**src/cws_pkg.sv**
```systemverilog
// Shared types and constants for the congestion window sender.
`timescale 1ns / 1ps

package cws_pkg;

  // Fixed field widths of the channels
  localparam int unsigned OP_W      = 2;
  localparam int unsigned SEQ_IO_W  = 20;
  localparam int unsigned WIN_W     = 16;
  localparam int unsigned CWND_W    = 32;
  localparam int unsigned CFG_IDX_W = 2;
  localparam int unsigned CFG_DAT_W = 20;

  // Event codes
  localparam logic [OP_W-1:0] OP_START   = 2'd0;
  localparam logic [OP_W-1:0] OP_ACK     = 2'd1;
  localparam logic [OP_W-1:0] OP_TIMEOUT = 2'd2;

  // Configuration register indexes
  localparam logic [CFG_IDX_W-1:0] CFG_TOTAL  = 2'd0;
  localparam logic [CFG_IDX_W-1:0] CFG_THRESH = 2'd1;

  // Reset values
  localparam logic [SEQ_IO_W-1:0] TOTAL_RST  = 20'd10000;
  localparam logic [WIN_W-1:0]    THRESH_RST = 16'd64;
  localparam logic [WIN_W-1:0]    THRESH_MIN = 16'd2;
  localparam logic [CWND_W-1:0]   CWND_MAX   = 32'hFFFF_FFFF;

  // Controller to datapath commands
  typedef struct packed {
    logic load;       // latch the input beat
    logic div_start;  // launch 1/cwnd division
    logic apply;      // update window state for the event
    logic limit;      // compute end of send run
    logic send;       // load the result register
  } cws_cmd_t;

  // Datapath to controller status
  typedef struct packed {
    logic need_div;   // new ack in congestion avoidance
  } cws_sts_t;

endpackage

```
**src/cws_if.sv**
```systemverilog
// Channel interfaces: event input, result output and configuration write.
`timescale 1ns / 1ps

interface cws_in_if;
  import cws_pkg::*;
  logic                valid;
  logic                ready;
  logic [OP_W-1:0]     op;
  logic [SEQ_IO_W-1:0] ack_number;
  logic [WIN_W-1:0]    peer_window;
  modport source (output valid, op, ack_number, peer_window, input ready);
  modport sink   (input valid, op, ack_number, peer_window, output ready);
endinterface

interface cws_out_if;
  import cws_pkg::*;
  logic                valid;
  logic                ready;
  logic [SEQ_IO_W-1:0] send_first;
  logic [WIN_W-1:0]    send_count;
  logic [CWND_W-1:0]   congestion_window;
  logic                in_slow_start;
  logic                finished;
  modport source (output valid, send_first, send_count, congestion_window, in_slow_start,
                  finished, input ready);
  modport sink   (input valid, send_first, send_count, congestion_window, in_slow_start,
                  finished, output ready);
endinterface

interface cws_cfg_if;
  import cws_pkg::*;
  logic                 valid;
  logic                 ready;
  logic [CFG_IDX_W-1:0] index;
  logic [CFG_DAT_W-1:0] data;
  modport source (output valid, index, data, input ready);
  modport sink   (input valid, index, data, output ready);
endinterface

```
**src/cws_div.sv**
```systemverilog
// Restoring divider: 2^(2*FRAC_BITS) / divisor, one quotient bit per cycle.
`timescale 1ns / 1ps

module cws_div
  import cws_pkg::*;
#(
  parameter int unsigned FRAC_BITS = 16
) (
  input  logic                  clk,
  input  logic                  rst_n,
  input  logic                  start,
  input  logic [CWND_W-1:0]     divisor,
  output logic                  done,
  output logic [2*FRAC_BITS:0]  quotient
);

  localparam int unsigned QW    = 2 * FRAC_BITS + 1;
  localparam int unsigned CNT_W = $clog2(QW + 1);
  localparam logic [CNT_W-1:0] LAST = CNT_W'(QW - 1);

  logic              busy_r;
  logic              done_r;
  logic [CNT_W-1:0]  cnt_r;
  logic [CWND_W:0]   rem_r;
  logic [CWND_W-1:0] div_r;
  logic [QW-1:0]     quo_r;

  logic [CWND_W:0]   shifted;
  logic              fits;

  // Dividend is a single one at its top bit, zeros below
  assign shifted = {rem_r[CWND_W-1:0], (cnt_r == '0)};
  assign fits    = shifted >= {1'b0, div_r};

  always_ff @(posedge clk) begin
    if (!rst_n) begin
      busy_r <= 1'b0;
      done_r <= 1'b0;
      cnt_r  <= '0;
    end else begin
      if (start) begin
        busy_r <= 1'b1;
        cnt_r  <= '0;
        done_r <= 1'b0;
      end else if (busy_r) begin
        cnt_r  <= cnt_r + 1'b1;
        busy_r <= (cnt_r != LAST);
        done_r <= (cnt_r == LAST);
      end else begin
        done_r <= 1'b0;
      end
    end
  end

  // Remainder and quotient shift registers
  always_ff @(posedge clk) begin
    if (start) begin
      rem_r <= '0;
      quo_r <= '0;
      div_r <= divisor;
    end else if (busy_r) begin
      rem_r <= fits ? (shifted - {1'b0, div_r}) : shifted;
      quo_r <= {quo_r[QW-2:0], fits};
    end
  end

  assign done     = done_r;
  assign quotient = quo_r;

endmodule

```
**src/cws_dp.sv**
```systemverilog
// Datapath: config registers, window state, send-run arithmetic, result register.
`timescale 1ns / 1ps

module cws_dp
  import cws_pkg::*;
#(
  parameter int unsigned SEQ_WIDTH = 20,
  parameter int unsigned FRAC_BITS = 16
) (
  input  logic                  clk,
  input  logic                  rst_n,
  input  cws_cmd_t              cmd,
  output cws_sts_t              sts,
  // config write
  input  logic                  cfg_we,
  input  logic [CFG_IDX_W-1:0]  cfg_index,
  input  logic [CFG_DAT_W-1:0]  cfg_data,
  // input beat
  input  logic [OP_W-1:0]       in_op,
  input  logic [SEQ_IO_W-1:0]   in_ack_number,
  input  logic [WIN_W-1:0]      in_peer_window,
  // divider
  output logic [CWND_W-1:0]     div_divisor,
  input  logic [2*FRAC_BITS:0]  div_quotient,
  // result payload
  output logic [SEQ_IO_W-1:0]   out_send_first,
  output logic [WIN_W-1:0]      out_send_count,
  output logic [CWND_W-1:0]     out_congestion_window,
  output logic                  out_in_slow_start,
  output logic                  out_finished
);

  localparam int unsigned QW    = 2 * FRAC_BITS + 1;
  localparam int unsigned SUM_W = ((QW > CWND_W) ? QW : CWND_W) + 1;
  localparam int unsigned CMP_W = ((WIN_W + FRAC_BITS > CWND_W) ?
                                   (WIN_W + FRAC_BITS) : CWND_W) + 1;
  localparam logic [CWND_W-1:0] CWND_ONE = CWND_W'(1) << FRAC_BITS;
  localparam logic [32:0]       SEQ_MAX  = 33'h0_FFFF_FFFF >> (32 - SEQ_WIDTH);

  // Config registers
  logic [SEQ_IO_W-1:0]  total_r;
  logic [WIN_W-1:0]     init_thr_r;

  // Window state
  logic [SEQ_WIDTH-1:0] base_r;
  logic [SEQ_WIDTH-1:0] next_r;
  logic [CWND_W-1:0]    cwnd_r;
  logic [WIN_W-1:0]     ssthr_r;
  logic [WIN_W-1:0]     rwnd_r;
  logic                 slow_r;

  // Latched event and end of send run
  logic [OP_W-1:0]      op_r;
  logic [SEQ_WIDTH-1:0] ack_r;
  logic [WIN_W-1:0]     peer_r;
  logic [SEQ_WIDTH-1:0] end_r;

  // Result payload
  logic [SEQ_IO_W-1:0]  first_r;
  logic [WIN_W-1:0]     count_r;
  logic [CWND_W-1:0]    res_cwnd_r;
  logic                 res_slow_r;
  logic                 res_fin_r;

  logic                 ack_new;
  logic [CWND_W:0]      ss_sum;
  logic [CWND_W-1:0]    cwnd_ss;
  logic                 ss_exit;
  logic [SUM_W-1:0]     ca_sum;
  logic [CWND_W-1:0]    cwnd_ca;
  logic [CWND_W-1:0]    half;
  logic [WIN_W-1:0]     half_clamp;
  logic [CWND_W-1:0]    cwnd_int;
  logic [WIN_W-1:0]     lim;
  logic [SEQ_WIDTH-1:0] tot_cap;
  logic [33:0]          run_end;

  // Event decode
  assign ack_new      = (op_r == OP_ACK) && (ack_r > base_r);
  assign sts.need_div = ack_new && !slow_r;
  assign div_divisor  = cwnd_r;

  // Slow start: add one, leave when threshold reached
  assign ss_sum  = {1'b0, cwnd_r} + {1'b0, CWND_ONE};
  assign cwnd_ss = ss_sum[CWND_W] ? CWND_MAX : ss_sum[CWND_W-1:0];
  assign ss_exit = CMP_W'(cwnd_ss) >= (CMP_W'(ssthr_r) << FRAC_BITS);

  // Avoidance: add the reciprocal, saturating
  assign ca_sum  = SUM_W'(cwnd_r) + SUM_W'(div_quotient);
  assign cwnd_ca = (ca_sum > SUM_W'(CWND_MAX)) ? CWND_MAX : ca_sum[CWND_W-1:0];

  // Timeout threshold: half of integer part, clamped to [2, 65535]
  assign half = cwnd_r >> (FRAC_BITS + 1);
  always_comb begin
    priority if (half < CWND_W'(THRESH_MIN)) begin
      half_clamp = THRESH_MIN;
    end else if (half > CWND_W'({WIN_W{1'b1}})) begin
      half_clamp = {WIN_W{1'b1}};
    end else begin
      half_clamp = half[WIN_W-1:0];
    end
  end

  // Send run end: min(base + min(cwnd int, rwnd), capped total)
  assign cwnd_int = cwnd_r >> FRAC_BITS;
  assign lim      = (cwnd_int > CWND_W'(rwnd_r)) ? rwnd_r : cwnd_int[WIN_W-1:0];
  assign tot_cap  = (33'(total_r) > SEQ_MAX) ? SEQ_MAX[SEQ_WIDTH-1:0]
                                             : SEQ_WIDTH'(32'(total_r));
  assign run_end  = 34'(base_r) + 34'(lim);

  // Config registers
  always_ff @(posedge clk) begin
    if (!rst_n) begin
      total_r    <= TOTAL_RST;
      init_thr_r <= THRESH_RST;
    end else if (cfg_we) begin
      if (cfg_index == CFG_TOTAL) begin
        total_r <= cfg_data;
      end else if (cfg_index == CFG_THRESH) begin
        init_thr_r <= cfg_data[WIN_W-1:0];
      end
    end
  end

  // Window state update
  always_ff @(posedge clk) begin
    if (!rst_n) begin
      base_r  <= '0;
      next_r  <= '0;
      cwnd_r  <= CWND_ONE;
      ssthr_r <= THRESH_RST;
      rwnd_r  <= '0;
      slow_r  <= 1'b1;
    end else if (cmd.apply) begin
      unique case (op_r)
        OP_START: begin
          base_r  <= '0;
          next_r  <= '0;
          cwnd_r  <= CWND_ONE;
          ssthr_r <= init_thr_r;
          rwnd_r  <= peer_r;
          slow_r  <= 1'b1;
        end
        OP_ACK: begin
          if (ack_new) begin
            base_r <= ack_r;
            if (next_r < ack_r) begin
              next_r <= ack_r;
            end
            rwnd_r <= peer_r;
            if (slow_r) begin
              cwnd_r <= cwnd_ss;
              slow_r <= !ss_exit;
            end else begin
              cwnd_r <= cwnd_ca;
            end
          end
        end
        OP_TIMEOUT: begin
          ssthr_r <= half_clamp;
          cwnd_r  <= CWND_ONE;
          slow_r  <= 1'b1;
          next_r  <= base_r;
        end
        default: begin
          // unused code: state unchanged
        end
      endcase
    end else if (cmd.send) begin
      if (next_r < end_r) begin
        next_r <= end_r;
      end
    end
  end

  // Event latch and run end
  always_ff @(posedge clk) begin
    if (cmd.load) begin
      op_r   <= in_op;
      ack_r  <= SEQ_WIDTH'(32'(in_ack_number));
      peer_r <= in_peer_window;
    end
    if (cmd.limit) begin
      end_r <= (run_end > 34'(tot_cap)) ? tot_cap : run_end[SEQ_WIDTH-1:0];
    end
  end

  // Result register
  always_ff @(posedge clk) begin
    if (cmd.send) begin
      first_r    <= SEQ_IO_W'(32'(next_r));
      count_r    <= (next_r < end_r) ? WIN_W'(end_r - next_r) : '0;
      res_cwnd_r <= cwnd_r;
      res_slow_r <= slow_r;
      res_fin_r  <= 32'(base_r) >= 32'(total_r);
    end
  end

  assign out_send_first        = first_r;
  assign out_send_count        = count_r;
  assign out_congestion_window = res_cwnd_r;
  assign out_in_slow_start     = res_slow_r;
  assign out_finished          = res_fin_r;

endmodule

```
**src/cws_ctrl.sv**
```systemverilog
// Controller: sequences one event through evaluate, divide, update, limit, send.
`timescale 1ns / 1ps

module cws_ctrl
  import cws_pkg::*;
(
  input  logic     clk,
  input  logic     rst_n,
  input  logic     in_valid,
  output logic     in_ready,
  output logic     out_valid,
  input  logic     out_ready,
  input  cws_sts_t sts,
  input  logic     div_done,
  output cws_cmd_t cmd
);

  typedef enum logic [2:0] {
    S_IDLE,
    S_EVAL,
    S_DIV,
    S_LIMIT,
    S_SEND
  } state_t;

  state_t state_r;
  logic   out_valid_r;
  logic   slot_free;

  assign slot_free = !out_valid_r || out_ready;
  assign in_ready  = (state_r == S_IDLE);
  assign out_valid = out_valid_r;

  // Commands decoded from state
  always_comb begin
    cmd = '0;
    unique case (state_r)
      S_IDLE:  cmd.load      = in_valid;
      S_EVAL: begin
        cmd.div_start = sts.need_div;
        cmd.apply     = !sts.need_div;
      end
      S_DIV:   cmd.apply     = div_done;
      S_LIMIT: cmd.limit     = 1'b1;
      S_SEND:  cmd.send      = slot_free;
      default: cmd = '0;
    endcase
  end

  // State and result valid
  always_ff @(posedge clk) begin
    if (!rst_n) begin
      state_r     <= S_IDLE;
      out_valid_r <= 1'b0;
    end else begin
      // result valid: set when a beat is loaded, cleared when it is taken
      if (state_r == S_SEND && slot_free) begin
        out_valid_r <= 1'b1;
      end else if (out_ready) begin
        out_valid_r <= 1'b0;
      end
      unique case (state_r)
        S_IDLE: begin
          if (in_valid) begin
            state_r <= S_EVAL;
          end
        end
        S_EVAL: begin
          state_r <= sts.need_div ? S_DIV : S_LIMIT;
        end
        S_DIV: begin
          if (div_done) begin
            state_r <= S_LIMIT;
          end
        end
        S_LIMIT: begin
          state_r <= S_SEND;
        end
        S_SEND: begin
          if (slot_free) begin
            state_r <= S_IDLE;
          end
        end
        default: state_r <= S_IDLE;
      endcase
    end
  end

endmodule

```
**src/congestion_window_sender.sv**
```systemverilog
// Top level: sender window with slow start and congestion avoidance.
//
//  channel | modport | beat carries                                   | accepted when
//  in_bus  | sink    | op, ack_number, peer_window                    | valid && ready
//  out_bus | source  | send_first, send_count, congestion_window,     | valid && ready
//          |         | in_slow_start, finished                        |
//  cfg_bus | sink    | index, data                                    | valid && ready
//
// An event runs from accept through evaluate, limit and send steps to result valid; a
// new ack in congestion avoidance adds a divide step for the bit-serial 1/cwnd divider.
// One event is in flight at a time; the next is accepted on the cycle after its result
// is loaded into the output register.
// A stalled result stays in the output register while the next event runs; the
// controller waits in its send step only if it is still full. Sync reset, active low.
`timescale 1ns / 1ps

module congestion_window_sender
  import cws_pkg::*;
#(
  parameter int unsigned SEQ_WIDTH = 20,
  parameter int unsigned FRAC_BITS = 16
) (
  input  logic      clk,
  input  logic      rst_n,
  cws_in_if.sink    in_bus,
  cws_out_if.source out_bus,
  cws_cfg_if.sink   cfg_bus
);

  cws_cmd_t                cmd;
  cws_sts_t                sts;
  logic                    div_done;
  logic [CWND_W-1:0]       div_divisor;
  logic [2*FRAC_BITS:0]    div_quotient;

  // config is always ready
  assign cfg_bus.ready = 1'b1;

  // Sequencer
  cws_ctrl u_ctrl (
    .clk       (clk),
    .rst_n     (rst_n),
    .in_valid  (in_bus.valid),
    .in_ready  (in_bus.ready),
    .out_valid (out_bus.valid),
    .out_ready (out_bus.ready),
    .sts       (sts),
    .div_done  (div_done),
    .cmd       (cmd)
  );

  // Window state and arithmetic
  cws_dp #(
    .SEQ_WIDTH (SEQ_WIDTH),
    .FRAC_BITS (FRAC_BITS)
  ) u_dp (
    .clk                   (clk),
    .rst_n                 (rst_n),
    .cmd                   (cmd),
    .sts                   (sts),
    .cfg_we                (cfg_bus.valid),
    .cfg_index             (cfg_bus.index),
    .cfg_data              (cfg_bus.data),
    .in_op                 (in_bus.op),
    .in_ack_number         (in_bus.ack_number),
    .in_peer_window        (in_bus.peer_window),
    .div_divisor           (div_divisor),
    .div_quotient          (div_quotient),
    .out_send_first        (out_bus.send_first),
    .out_send_count        (out_bus.send_count),
    .out_congestion_window (out_bus.congestion_window),
    .out_in_slow_start     (out_bus.in_slow_start),
    .out_finished          (out_bus.finished)
  );

  // Reciprocal for avoidance growth
  cws_div #(
    .FRAC_BITS (FRAC_BITS)
  ) u_div (
    .clk      (clk),
    .rst_n    (rst_n),
    .start    (cmd.div_start),
    .divisor  (div_divisor),
    .done     (div_done),
    .quotient (div_quotient)
  );

endmodule

```
**src/flat_wrapper.sv**
```systemverilog
// flat-port wrapper written by rule: the top's interface ports become plain ports
module congestion_window_sender_flat import cws_pkg::*;
#(
  parameter int unsigned SEQ_WIDTH = 20,
  parameter int unsigned FRAC_BITS = 16
)
  (clk, rst_n, in_bus_valid, in_bus_op, in_bus_ack_number, in_bus_peer_window, in_bus_ready, out_bus_valid, out_bus_send_first, out_bus_send_count, out_bus_congestion_window, out_bus_in_slow_start, out_bus_finished, out_bus_ready, cfg_bus_valid, cfg_bus_index, cfg_bus_data, cfg_bus_ready);
  cws_in_if in_bus_i ();
  cws_out_if out_bus_i ();
  cws_cfg_if cfg_bus_i ();
  input  logic clk;
  input  logic rst_n;
  input wire logic [$bits(in_bus_i.valid)-1:0] in_bus_valid;
  input wire logic [$bits(in_bus_i.op)-1:0] in_bus_op;
  input wire logic [$bits(in_bus_i.ack_number)-1:0] in_bus_ack_number;
  input wire logic [$bits(in_bus_i.peer_window)-1:0] in_bus_peer_window;
  output wire logic [$bits(in_bus_i.ready)-1:0] in_bus_ready;
  output wire logic [$bits(out_bus_i.valid)-1:0] out_bus_valid;
  output wire logic [$bits(out_bus_i.send_first)-1:0] out_bus_send_first;
  output wire logic [$bits(out_bus_i.send_count)-1:0] out_bus_send_count;
  output wire logic [$bits(out_bus_i.congestion_window)-1:0] out_bus_congestion_window;
  output wire logic [$bits(out_bus_i.in_slow_start)-1:0] out_bus_in_slow_start;
  output wire logic [$bits(out_bus_i.finished)-1:0] out_bus_finished;
  input wire logic [$bits(out_bus_i.ready)-1:0] out_bus_ready;
  input wire logic [$bits(cfg_bus_i.valid)-1:0] cfg_bus_valid;
  input wire logic [$bits(cfg_bus_i.index)-1:0] cfg_bus_index;
  input wire logic [$bits(cfg_bus_i.data)-1:0] cfg_bus_data;
  output wire logic [$bits(cfg_bus_i.ready)-1:0] cfg_bus_ready;
  assign in_bus_i.valid = in_bus_valid;
  assign in_bus_i.op = in_bus_op;
  assign in_bus_i.ack_number = in_bus_ack_number;
  assign in_bus_i.peer_window = in_bus_peer_window;
  assign in_bus_ready = in_bus_i.ready;
  assign out_bus_valid = out_bus_i.valid;
  assign out_bus_send_first = out_bus_i.send_first;
  assign out_bus_send_count = out_bus_i.send_count;
  assign out_bus_congestion_window = out_bus_i.congestion_window;
  assign out_bus_in_slow_start = out_bus_i.in_slow_start;
  assign out_bus_finished = out_bus_i.finished;
  assign out_bus_i.ready = out_bus_ready;
  assign cfg_bus_i.valid = cfg_bus_valid;
  assign cfg_bus_i.index = cfg_bus_index;
  assign cfg_bus_i.data = cfg_bus_data;
  assign cfg_bus_ready = cfg_bus_i.ready;
  congestion_window_sender #(.SEQ_WIDTH(SEQ_WIDTH), .FRAC_BITS(FRAC_BITS)) u_core (.clk(clk), .rst_n(rst_n), .in_bus(in_bus_i), .out_bus(out_bus_i), .cfg_bus(cfg_bus_i));
endmodule
```
**config.mk**
```make
export PLATFORM = sky130hd
export DESIGN_NAME = congestion_window_sender_flat
export DESIGN_NICKNAME = d
export VERILOG_FILES = /design/src/cws_pkg.sv /design/src/cws_if.sv /design/src/cws_div.sv /design/src/cws_dp.sv /design/src/cws_ctrl.sv /design/src/congestion_window_sender.sv /design/src/flat_wrapper.sv
export SDC_FILE = /design/constraint.sdc
export NUM_CORES = 1
export LEC_CHECK = 0
export ABC_AREA = 1
export BUFFER_PORTS_ARGS = -buffer_cell sky130_fd_sc_hd__buf_2
export CORE_UTILIZATION = 45
export CTS_BUF_LIST = sky130_fd_sc_hd__clkbuf_4
export DETAILED_ROUTE_END_ITERATION = 16
export GPL_TIMING_DRIVEN = 0
export HOLD_SLACK_MARGIN = 0.08
export PLACE_DENSITY = 0.58
export SLEW_MARGIN = 20
export SYNTH_ARGS = -nofsm -noshare
export SYNTH_HDL_FRONTEND = slang
export SYNTH_SLANG_ARGS = --single-unit
```
**constraint.sdc**
```tcl
create_clock -name clk -period 15.1 [get_ports clk]
set_input_delay 1.51 -clock clk [delete_from_list [all_inputs] [get_ports clk]]
set_output_delay 1.51 -clock clk [all_outputs]
set_load 0.05 [all_outputs]
```
* After elaboration in Yosys (flattened, before gate mapping)
Cells that the tools add are included.
Widths: inputs -> output; s select.
** Cells by class
- Multiplexer cells :: 38
- $lt $le $gt $ge :: 11
- Equal/unequal tests :: 16
- Add/subtract/negate cells :: 6
- Reductions and logical operators :: 28
- Bitwise logic cells :: 3
** Operators by type and width (count)
- $mux 32 :: 5
- $mux 20 :: 7
- $mux 16 :: 4
- $pmux 16 s2 :: 2
- $pmux 32 s2 :: 1
- $pmux 20 s3 :: 1
- $lt 20x20->1 :: 2
- $pmux 20 s2 :: 1
- $add 32x33->34 :: 1
- $gt 34x32->1 const B :: 1
- $add 32x17->33 const B :: 1
- $ge 33x32->1 :: 1
- $ge 32x32->1 :: 1
- $sub 32x32->32 :: 1
- $add 20x16->21 :: 1
- $gt 21x20->1 :: 1
- $ge 20x20->1 :: 1
- $gt 20x20->1 :: 1
- $gt 15x16->1 const B :: 1
- $gt 16x16->1 :: 1
- $sub 16x16->16 :: 1
- $lt 15x2->1 const B :: 1
- $pmux 3 s5 :: 1
- $reduce_and 3->1 :: 4
- other kinds (26) :: 60
** Word-level totals
- Logic and storage cells :: 127
- Input bits :: 65
- Register bits after elaboration :: 378
- Output and inout port bits :: 73

* Depth between registers and ports, before layout
- Depth after elaboration :: 7
- Mapped depth :: 38
- Depth with buffers taken out :: 36

* By module
From an unflattened synthesis, not the netlist that was laid out.
** Second synthesis, totals
- Cell total of the unflattened synthesis :: 3497
- Area, all modules :: 25300.5 um2
** By module, submodules not included
- cws_dp :: cells each 2454, sequential area each 6666.4 um2, instances 1, area an instance 18357.6 um2
- cws_div :: cells each 1001, sequential area each 2422.3 um2, instances 1, area an instance 6687.7 um2
- cws_ctrl :: cells each 40, sequential area each 80.1 um2, instances 1, area an instance 244.0 um2
- congestion_window_sender :: cells each 2, sequential area each 0.0 um2, instances 1, area an instance 11.3 um2

* Worst setup path after synthesis
OpenSTA, ideal clock, no wires.
- Kind :: in2reg
- Start point :: in out_bus_ready
- End point :: reg u_core.u_dp.next_r[0]
- Setup time :: 0.115 ns
- Data arrival time :: 9.652 ns
- Stages on the path :: 6
- Setup slack :: 5.333 ns
- Required time :: 14.985 ns
- Buffers on the path :: 1
- Path through :: nor2_1 nor4_1 nand4_1 clkbuf_1 a21oi_1 nor2_1
** RTL lines
- start: declaration :: line flat_wrapper.sv:24 : input wire logic [$bits(out_bus_i.ready)-1:0] out_bus_ready;
- end signal: assignment :: line cws_dp.sv:148 : next_r <= ack_r;
- end signal: assignment :: line cws_dp.sv:163 : next_r <= base_r;
- end signal: assignment :: line cws_dp.sv:171 : next_r <= end_r;
- end: declaration :: line cws_dp.sv:46 : logic [SEQ_WIDTH-1:0] next_r;

* Final worst setup path
- Start point :: reg u_core.u_dp.cwnd_r[25], in the netlist u_core.u_dp.div_divisor[25]
- End point :: reg u_core.u_dp.end_r[6], data pin
** Between the ends
- Word-level cells in the longest chain between the ends :: 5
** Ends and longest elaborated chain
- start: declaration :: line cws_dp.sv:47 : logic [CWND_W-1:0] cwnd_r;
- start signal: assignment :: line cws_dp.sv:152 : cwnd_r <= cwnd_ss;
- start signal: assignment :: line cws_dp.sv:155 : cwnd_r <= cwnd_ca;
- $gt 16x16->1 :: line cws_dp.sv:106 : assign lim = (cwnd_int > CWND_W'(rwnd_r)) ? rwnd_r : cwnd_int[WIN_W-1:0];
- $mux 16 * :: line cws_dp.sv:106
- $add 20x16->21 * :: line cws_dp.sv:109 : assign run_end = 34'(base_r) + 34'(lim);
- $gt 21x20->1 :: line cws_dp.sv:184 : end_r <= (run_end > 34'(tot_cap)) ? tot_cap : run_end[SEQ_WIDTH-1:0];
- $mux 20 * :: line cws_dp.sv:184
- end signal: assignment :: line cws_dp.sv:184
- end: declaration :: line cws_dp.sv:56 : logic [SEQ_WIDTH-1:0] end_r;
Mark *: on every way between the ends. The rest lies on a longest branch, timed or not.
A chain may end at the register's enable or synchronous reset.

==> results.toml <==
[status]
status = "complete, no violations"

[synth]
syn_avg_cell_area_sq_um = 7.31
yosysWarnings = 0
syn_nets = 3710
synth-edff-count = 160
ys_ff_latch = 378
syn_area_sq_um = 24900
synth.yosys.seq_area_share_pct = 36.8
async_flop_share_pct = 0
synth_ff_type = "dfxtp_1"
synth_cell_types = 48
synth_cells = 3409

[final_layout]
multi_input_area_sq_um = 13300
area.growth.synth_to_final_pct = 12.7
fill_cells = 5503
drive_gt1_share_pct = 11.4
seq_area_sq_um = 9170
fin_nets = 3973
post-route-cell-area_sq_um = 28100

[worst_setup_path]
worstSetupStartpointType = "register"
cp_max_fo = 11
crit_required_ns = 15.83
reg2regPathDepth = 29
cp_slowest_cell = "dfxtp_1"
worstSetupEndpointType = "register"
max_stage_delay_ns = 0.96
path_class = "register to register"
worstPathArrival_ns = 7.23
cp_common_cell = "nand2_1"

[clock_network]
ctsResizeCount = 0
h-tree-depth = 3
postCtsHoldBufs = 0
cts_tree = "yes"
clk_pin_slew_ns = 0.07
clock_latency_ns = 0.90
postCtsSetupBuffers = 0
clockBufferDepth = 3
numClockSinks = 378
cts_inserted_buffers = 105
cts_root_buf = "clkbuf_4"

[floorplan]
pin_count = 138
die_width_um = 237
rows = 85
dieArea_sq_um = 56300
fp.dieH_um = 237
coreArea_sq_um = 54200
start_util_pct = 46.0

[sta]
worst_pin_slew_ns = 1.02
fin_hold_ws_ns = 0.471
setup_viol = 0
rsz0062_at_grt = "no"
fmax_mhz = 154
min_period_ns = 6.50
hold_violations = 0
period_share_pct = 43.0
slew_headroom_pct = 31.8
maxSlewViolCount = 0
clock_skew_ns = 0.0761
fin_setup_tns_ns = 0

[drt]
drt_first_pass_iters = 6
first_iter_violations = 1885
vias_per_cell = 5.31
ant_nets = 0
wl_per_cell_um = 18.7
route.detailed.drc = 0
route.vias.total = 23664
drt-total-wl_mm = 83.6

[global_routing]
antenna_found_initial = 1
gr-total-overflow = 0
track_usage_pct = 29.4
grt_max_degree = 38
grt_pass1_vias = 22265
grt_pass1_wl_mm = 127

[power_and_ir_drop]
power.leakage_uw = 0.0138
peakVddDrop_mv = 0.0677
p_per_area_nw_per_um2 = 160

[place]
port_buffers = 135
place_area_sq_um = 26600
gp_congestion = 0.955
place_hpwl_mm = 66.4

[flow_run]
maxCapViolCount = 0

[worst_hold_path]
hold_depth = 2
hp-class = "register to register"
## metal layers
metal	part of all wire (%)	track usage (%)	vias up	routed length [um]
met2	47	50.2	728	39700
met1	44	38.0	10942	36800
met5	0	0	-	0
li1	-	-	11848	-
met3	5.2	3.86	146	4310
met4	3.4	10.7	0	2850
## logic make-up after synthesis
family / Yosys count / share of synthesized area [%]
compound gates: 599 / 13.2
buf+inv: 628 / 9.89
simple gates: 1493 / 25.5
xor+xnor: 74 / 2.60
fa+ha+maj: 236 / 12.0
other cells: 1 / 0.0150
flops: 378 / 36.8
## metrics by stage
| step | total power, uW | worst slack [ns] | instances | util, % |
|---|---|---|---|---|
| after floorplan | 2860 | 5.33 | 3409 | - |
| after global placement | 3450 | 0.546 | 4240 | 48.8 |
| after detailed placement | 3470 | 8.74 | 4261 | 49.1 |
| after CTS | 4500 | 8.76 | 4458 | 51.8 |
| after global routing | 4840 | 8.24 | 4459 | 51.8 |
| final | 4500 | 8.60 | 4459 | 51.8 |
## final timing paths
path                                            startpoint                                      to  slack, ns
hold reg to reg     u_core.u_dp.init_thr_r[8]$_SDFFE_PN0P_  u_core.u_dp.init_thr_r[8]$_SDFFE_PN0P_       0.47
setup / recovery  u_core.u_dp.div_divisor[25]$_SDFFE_PN0P_          u_core.u_dp.end_r[6]$_DFFE_PP_       8.60
setup reg to reg  u_core.u_dp.div_divisor[25]$_SDFFE_PN0P_          u_core.u_dp.end_r[6]$_DFFE_PP_       8.60
hold / removal      u_core.u_dp.init_thr_r[8]$_SDFFE_PN0P_  u_core.u_dp.init_thr_r[8]$_SDFFE_PN0P_       0.47
## critical path: cells and delay by family (launching register included)
| family | cells | cell delay (ns) |
|---|---|---|
| AO/OA/AOI/OAI | 7 | 1.57 |
| buffers and inverters | 3 | 0.91 |
| flip-flops | 1 | 0.96 |
| XOR/XNOR | 1 | 0.18 |
| AND/OR/NAND/NOR | 15 | 1.52 |
| adder cells (fa/ha/maj) | 3 | 1.22 |
## cell usage in the layout, fill, tap and decap left out, types with 4 or more instances in the layout
cell	n
nand2_1	876
inv_1	504
a21oi_1	316
ha_1	232
nor2_1	226
nand3_1	219
dfxtp_1	218
buf_2	177
clkbuf_4	165
edfxtp_1	160
o21ai_0	156
nand4_1	73
clkbuf_1	61
xor2_1	43
o211ai_1	41
nor3_1	31
xnor2_1	31
buf_4	19
o31ai_1	18
o21bai_1	18
clkinv_1	18
nand3b_1	15
buf_1	13
a21o_1	12
a31oi_1	8
or2_2	8
nor4_1	8
o21a_1	8
nand3_2	7
a211oi_1	7
o21ai_1	7
nand2_2	7
clkinv_2	7
nor3_2	6
inv_2	5
buf_6	5
nor2_2	4
nand2_4	4
fa_1	4
## sequential cells by signal (all words and copies together) (netlist names), 32 cells and up
register / count
u_core.u_div.quotient: 33
u_core.u_div.div_r: 32
u_core.u_div.rem_r: 32
u_core.u_dp.div_divisor: 32
u_core.u_dp.out_congestion_window: 32
## synth_stat cells (2+ instances only)
master | n | area share, %
buf_1 | 13 | 0.20
nand3_1 | 219 | 4.4
nand3_2 | 7 | 0.28
nor3_1 | 32 | 0.64
buf_6 | 4 | 0.18
nand4_1 | 73 | 1.8
a21o_1 | 12 | 0.36
or2_2 | 8 | 0.20
o21ai_0 | 156 | 3.1
dfxtp_1 | 218 | 18
and3_1 | 2 | 0.050
o211ai_1 | 41 | 1.2
a211oi_1 | 7 | 0.21
a21boi_0 | 2 | 0.060
xor2_1 | 43 | 1.5
nor2_1 | 226 | 3.4
fa_1 | 4 | 0.32
o21a_1 | 8 | 0.24
buf_4 | 11 | 0.33
xnor2_1 | 31 | 1.1
o21bai_1 | 18 | 0.54
a31oi_1 | 8 | 0.20
nand2_1 | 876 | 13
nand2_4 | 4 | 0.18
nor2_4 | 2 | 0.090
o21ai_1 | 7 | 0.14
nor4_1 | 10 | 0.25
nand3b_1 | 15 | 0.45
o2111ai_1 | 2 | 0.070
nand2_2 | 7 | 0.18
inv_2 | 4 | 0.060
nor2_2 | 4 | 0.10
inv_1 | 505 | 7.6
ha_1 | 232 | 12
clkbuf_1 | 61 | 0.92
edfxtp_1 | 160 | 19
o31ai_1 | 18 | 0.54
nor3_2 | 5 | 0.20
buf_2 | 30 | 0.60
a21oi_1 | 316 | 6.3
## final cells by class
type	count	area share, %
Clock inverter	32	0.811
Sequential cell	378	32.6
Buffer	119	1.98
Antenna cell	1	0.00891
Multi-Input combinational cell	2403	47.4
Clock buffer	165	4.41
Inverter	509	6.80
Timing Repair Buffer	156	2.87
Tap cell	696	3.10
## power by group
part | switching, uW | internal, uW
Combinational | 1320 | 687
Sequential | 211 | 1260
Clock | 467 | 550
Total | 2000 | 2500
No activity file was read; power rests on OpenSTA's default activity.
